[src/design/iir_tdf2_pkg.sv]
// ----------------------------------------------------------------------------
// iir_tdf2_pkg
// Shared types and constants of the transposed direct form II IIR filter:
// item codes, the microcode control word and the program ROM.
// ----------------------------------------------------------------------------
package iir_tdf2_pkg;

   // fixed field widths of the channels and the taps reset value
   localparam int MODE_BITS  = 2;
   localparam int IDX_BITS   = 5;
   localparam int TAPS_BITS  = 6;
   localparam int TAPS_RESET = 32;

   // item codes carried in the mode field
   typedef enum logic [MODE_BITS-1:0] {
      MODE_FILTER   = 2'd0,
      MODE_LOAD_NUM = 2'd1,
      MODE_LOAD_DEN = 2'd2
   } mode_type;

   // program steps
   typedef enum logic [2:0] {
      ST_IDLE,
      ST_MUL_B0,
      ST_ACC_D0,
      ST_OUT,
      ST_MUL_B,
      ST_MUL_A,
      ST_TAIL
   } step_type;

   // multiplier operand selection
   typedef enum logic [1:0] {
      MUL_NONE,
      MUL_BX,
      MUL_AY
   } mul_sel_type;

   // tap counter operation
   typedef enum logic [1:0] {
      K_HOLD,
      K_ZERO,
      K_INC
   } k_op_type;

   // jump conditions
   typedef enum logic [1:0] {
      COND_ALWAYS,
      COND_START,
      COND_OUT_FREE,
      COND_LAST
   } cond_type;

   // one control word of the program
   typedef struct packed {
      mul_sel_type mul_sel;
      logic        acc_load;
      logic        dly_write;
      logic        y_load;
      k_op_type    k_op;
      cond_type    cond;
      step_type    jump_step;
      step_type    seq_step;
   } uword_type;

   // status fed back to the sequencer
   typedef struct packed {
      logic start;
      logic out_free;
      logic last;
   } status_type;

   // program ROM: jump_step when the condition holds, seq_step otherwise
   function automatic uword_type ucode(input step_type step);
      uword_type w;
      w = '{mul_sel: MUL_NONE, acc_load: 1'b0, dly_write: 1'b0, y_load: 1'b0,
            k_op: K_HOLD, cond: COND_ALWAYS, jump_step: ST_IDLE, seq_step: ST_IDLE};
      case (step)
         ST_IDLE: begin
            w.k_op      = K_ZERO;
            w.cond      = COND_START;
            w.jump_step = ST_MUL_B0;
            w.seq_step  = ST_IDLE;
         end
         ST_MUL_B0: begin
            w.mul_sel   = MUL_BX;
            w.jump_step = ST_ACC_D0;
         end
         ST_ACC_D0: begin
            w.acc_load  = 1'b1;
            w.jump_step = ST_OUT;
         end
         ST_OUT: begin
            w.y_load    = 1'b1;
            w.k_op      = K_INC;
            w.cond      = COND_OUT_FREE;
            w.jump_step = ST_MUL_B;
            w.seq_step  = ST_OUT;
         end
         ST_MUL_B: begin
            w.mul_sel   = MUL_BX;
            w.dly_write = 1'b1;
            w.jump_step = ST_MUL_A;
         end
         ST_MUL_A: begin
            w.mul_sel   = MUL_AY;
            w.acc_load  = 1'b1;
            w.k_op      = K_INC;
            w.cond      = COND_LAST;
            w.jump_step = ST_TAIL;
            w.seq_step  = ST_MUL_B;
         end
         ST_TAIL: begin
            w.dly_write = 1'b1;
            w.jump_step = ST_IDLE;
         end
         default: begin
            w.jump_step = ST_IDLE;
         end
      endcase
      return w;
   endfunction

endpackage

[src/design/iir_tdf2_useq.sv]
// ----------------------------------------------------------------------------
// iir_tdf2_useq
// Microcode sequencer: step register, program ROM lookup and jump logic.
// ----------------------------------------------------------------------------
module iir_tdf2_useq (
   input  logic                     clock,
   input  logic                     reset,
   input  iir_tdf2_pkg::status_type status,
   output iir_tdf2_pkg::uword_type  ctl,
   output logic                     idle
);
   import iir_tdf2_pkg::*;

   step_type  step_ff;
   step_type  step_in;
   uword_type uw;
   logic      take;
   logic      commit;

   assign uw = ucode(step_ff);

   // evaluate the jump condition
   always_comb begin
      case (uw.cond)
         COND_ALWAYS:   take = 1'b1;
         COND_START:    take = status.start;
         COND_OUT_FREE: take = status.out_free;
         COND_LAST:     take = status.last;
         default:       take = 1'b1;
      endcase
   end

   // next step
   always_comb begin
      step_in = take ? uw.jump_step : uw.seq_step;
   end

   // control outputs: hold the output step's actions until the result slot frees
   always_comb begin
      commit = (uw.cond != COND_OUT_FREE) || status.out_free;
      ctl    = uw;
      if (!commit) begin
         ctl.y_load = 1'b0;
         ctl.k_op   = K_HOLD;
      end
      idle = (step_ff == ST_IDLE);
   end

   always_ff @(posedge clock) begin
      if (reset) begin
         step_ff <= ST_IDLE;
      end else begin
         step_ff <= step_in;
      end
   end
endmodule

[config.mk]
export PLATFORM = sky130hd
export DESIGN_NAME = iir_tdf2_useq
export DESIGN_NICKNAME = d
export VERILOG_FILES = /design/src/design/iir_tdf2_pkg.sv /design/src/design/iir_tdf2_useq.sv
export SDC_FILE = /design/constraint.sdc
export NUM_CORES = 1
export LEC_CHECK = 0
export ABC_AREA = 1
export BUFFER_PORTS_ARGS = -buffer_cell sky130_fd_sc_hd__buf_4
export CAP_MARGIN = 15
export CELL_PAD_IN_SITES_DETAIL_PLACEMENT = 0
export CELL_PAD_IN_SITES_GLOBAL_PLACEMENT = 1
export CORE_MARGIN = 4
export CORE_UTILIZATION = 27
export DETAILED_ROUTE_END_ITERATION = 6
export GPL_ROUTABILITY_DRIVEN = 0
export PLACE_DENSITY = 0.76
export SLEW_MARGIN = 20
export SYNTH_ARGS = -nofsm -noshare
export SYNTH_HDL_FRONTEND = slang
export SYNTH_SLANG_ARGS = --single-unit
[constraint.sdc]
create_clock -name clock -period 1.45 [get_ports clock]
set_input_delay 0.2175 -clock clock [delete_from_list [all_inputs] [get_ports clock]]
set_output_delay 0.2175 -clock clock [all_outputs]
set_load 0.02 [all_outputs]
==> metrics.cfg <==
[grt]
grt_start_max_net_pins=7
grt.total_usage_pct=9.578
grt_pass1_wl_um=1435
antenna_found_initial=0
grt_pass1_vias=348
grt.overflow.total=0

[worst_setup_path]
worstPathMaxFanout=5
arrival_ns=1.22
cp.required_ns=1.23
ff2ff_path_depth=7
r2r_slack_ns=0.26
worstSetupEndpointType=output pin
crit_slowest_cell=dfxtp_4
r2r-end=step_ff[0]
critPathBufInv=2
r2r_start=step_ff[1]
path_delay_family=flip-flops
cp-start-kind=flop
critPathKind=reg2out
crit_top_cell=buf_4
path_cells=buf_4 -> nor3_4 -> or2_1 -> buf_4
cp_slowest_stage_delay_ns=0.40

[clock_network]
cts-root-buf=clkbuf_4
insertion_delay_ns=0.24
path_clk_slew_ns=0.04
cts_tree=yes
htreeDepth=1
numCtsBuffers=3
clk_path_buf_depth=2
cts_sinks=3
ctsHoldBuffers=0

[worst_hold_path]
min_path_cells=2
holdPathEnd=step_ff[2]
hold_path_class=in2reg
hp-start=reset

[sta]
period_needed_ns=1.435
skew_ns=0.008119
rsz0062_at_grt=yes
slew_headroom_pct=81.42
fmax_mhz=696.7
fin_crit_sh_pct=99.00
slew_violations=0
timing.final.hold_violations=0
tightest_slew_ns=0.2759
setup_violations=0

[layout]
drive_above_1_share_pct=65.33
multi_input_area_um2=244.0
seqCellArea_um2=71.32
nNetsFinal=81
area_delta_synth_final_pct=61.00
final_common_cell=buf_4
fin_area_um2=604.3
final_cells=90
largest_reg_flops=3
fill_cells=148
largest-register=step_ff
layout_common_cells=buf_4 (24), inv_1 (5), nor2_1 (4)
reg.largest.list=step_ff (3)
diodes=0

[placed_design]
dpl.hpwl_um=745.1
portBuffers=20
placed_cells=85
placed_cell_area_um2=533.0

[logic_synthesis]
synthDistinctLibCells=23
postSynthCellCount=50
ys_warn_count=0
yosysSeqAreaShare_pct=16.00
avgSynthCellArea_um2=7.507
synth_area_um2=375.4
synth_nets=55
synth-seq-cells=3

[power_and_ir_drop]
ir_drop_v=0.0005993
p_comb_share_pct=68.6
sw_frac_of_total_pct=47.05
cellPowerDensity_nw_per_um2=1597
internal_power_mw=0.5110
total_switching_power_mw=0.4541
p_seq_share_pct=16.0
clock_power_share_pct=15.4
p_leak_nw=0.3353

[floorplanning]
start_util_pct=28.85
num_rows=13
io-pin-count=21
die_h_um=45.29
chipWidth_um=45.29
dieArea_um2=2051
core-area_um2=1301

[route]
drtPass1Iterations=4
route.antenna.remaining_nets=0
wire_per_inst_um=10.70
vias=423
first_iter_violations=7
vias_per_cell=4.700
drc=0
drt-total-wl_um=963

[status]
run_status=finished clean

[job]
drv_cap=0

-- power by group through the flow --
stage	combinational, mW	clock, mW	sequential, mW
after floorplan	0.445	0	0.110
after global placement	0.621	0	0.146
after detailed placement	0.618	0	0.147
after CTS	0.626	0.156	0.152
after global routing	0.708	0.158	0.159
final	0.662	0.149	0.154
-- synthesized netlist by cell type --
cell / number / area [µm²]
a21oi_1: 3 / 15.01
buf_4: 2 / 15.01
buf_6: 3 / 33.78
dfxtp_1: 3 / 60.06
inv_1: 6 / 22.52
inv_2: 1 / 3.750
inv_4: 1 / 6.260
inv_6: 1 / 8.760
nand2_1: 2 / 7.510
nand2_2: 2 / 12.51
nand2_4: 1 / 11.26
nand3_1: 1 / 5.000
nand3_2: 3 / 30.03
nand4_1: 2 / 12.51
nor2_1: 6 / 22.52
nor2_2: 1 / 6.260
nor2_8: 1 / 20.02
nor3_1: 1 / 5.000
nor3_2: 1 / 10.01
nor3_4: 1 / 16.27
o21ai_0: 2 / 10.01
o21bai_1: 3 / 22.52
or2_1: 3 / 18.77
-- how the worst max path moves through the flow --
stage          cells after the start       to  slack, ns       start
3_5_place_dp                       4  ctl[12]        0.1  step_ff[2]
4_1_cts                            5  ctl[13]      0.002  step_ff[1]
5_1_grt                            5  ctl[13]      -0.02  step_ff[1]
2_1_floorplan                      5  ctl[13]       0.12  step_ff[0]
6_report                           4  ctl[12]       0.01  step_ff[2]
3_3_place_gp                       4  ctl[12]       0.08  step_ff[2]
-- metal layers --
layer / up-vias / GRT usage, % / part of all wire (%)
li1: 212 / - / -
met3: 2 / 1.594 / 12
met2: 25 / 14.12 / 46
met5: - / 0 / 0
met1: 184 / 13.06 / 40
met4: 0 / 5.263 / 2.0
-- cell type report --
type,count,share of cell area (%)
inverter,9,6.832
timing repair buffer,26,33.54
multi-input combinational,33,40.37
sequential,3,11.80
clock buffer,4,4.348
tap,15,3.106
-- cells by family (layout without fill, tap and decap cells) --
family / count (synthesis) / after routing / synth area share (%)
simple gates: 25 / 25 / 47.33
buf+inv: 14 / 39 / 24.00
compound gates: 8 / 8 / 12.67
flops: 3 / 3 / 16.00
-- timing repair --
item	in CTS	in global routing
buffers inserted	0	1
pin swaps	0	2
resized for setup	6	9
setup endpoints to repair	11	7
-- through the flow --
| stage | hold WS, ns | power (mW) | setup WS, ns | setup TNS [ns] | util (%) |
|---|---|---|---|---|---|
| 2_1_floorplan | 0.2866 | 0.5548 | 0.1192 | 0 | - |
| 3_3_place_gp | 0.3973 | 0.7671 | 0.07655 | 0 | 40.96 |
| 3_5_place_dp | 0.3964 | 0.7645 | 0.09905 | 0 | 40.96 |
| 4_1_cts | 0.1324 | 0.9334 | 0.001596 | 0 | 43.94 |
| 5_1_grt | 0.1461 | 1.024 | -0.02436 | -0.06254 | 46.44 |
| 6_report | 0.1381 | 0.9651 | 0.01456 | 0 | 46.44 |
No activity file was read; power rests on OpenSTA's default activity.
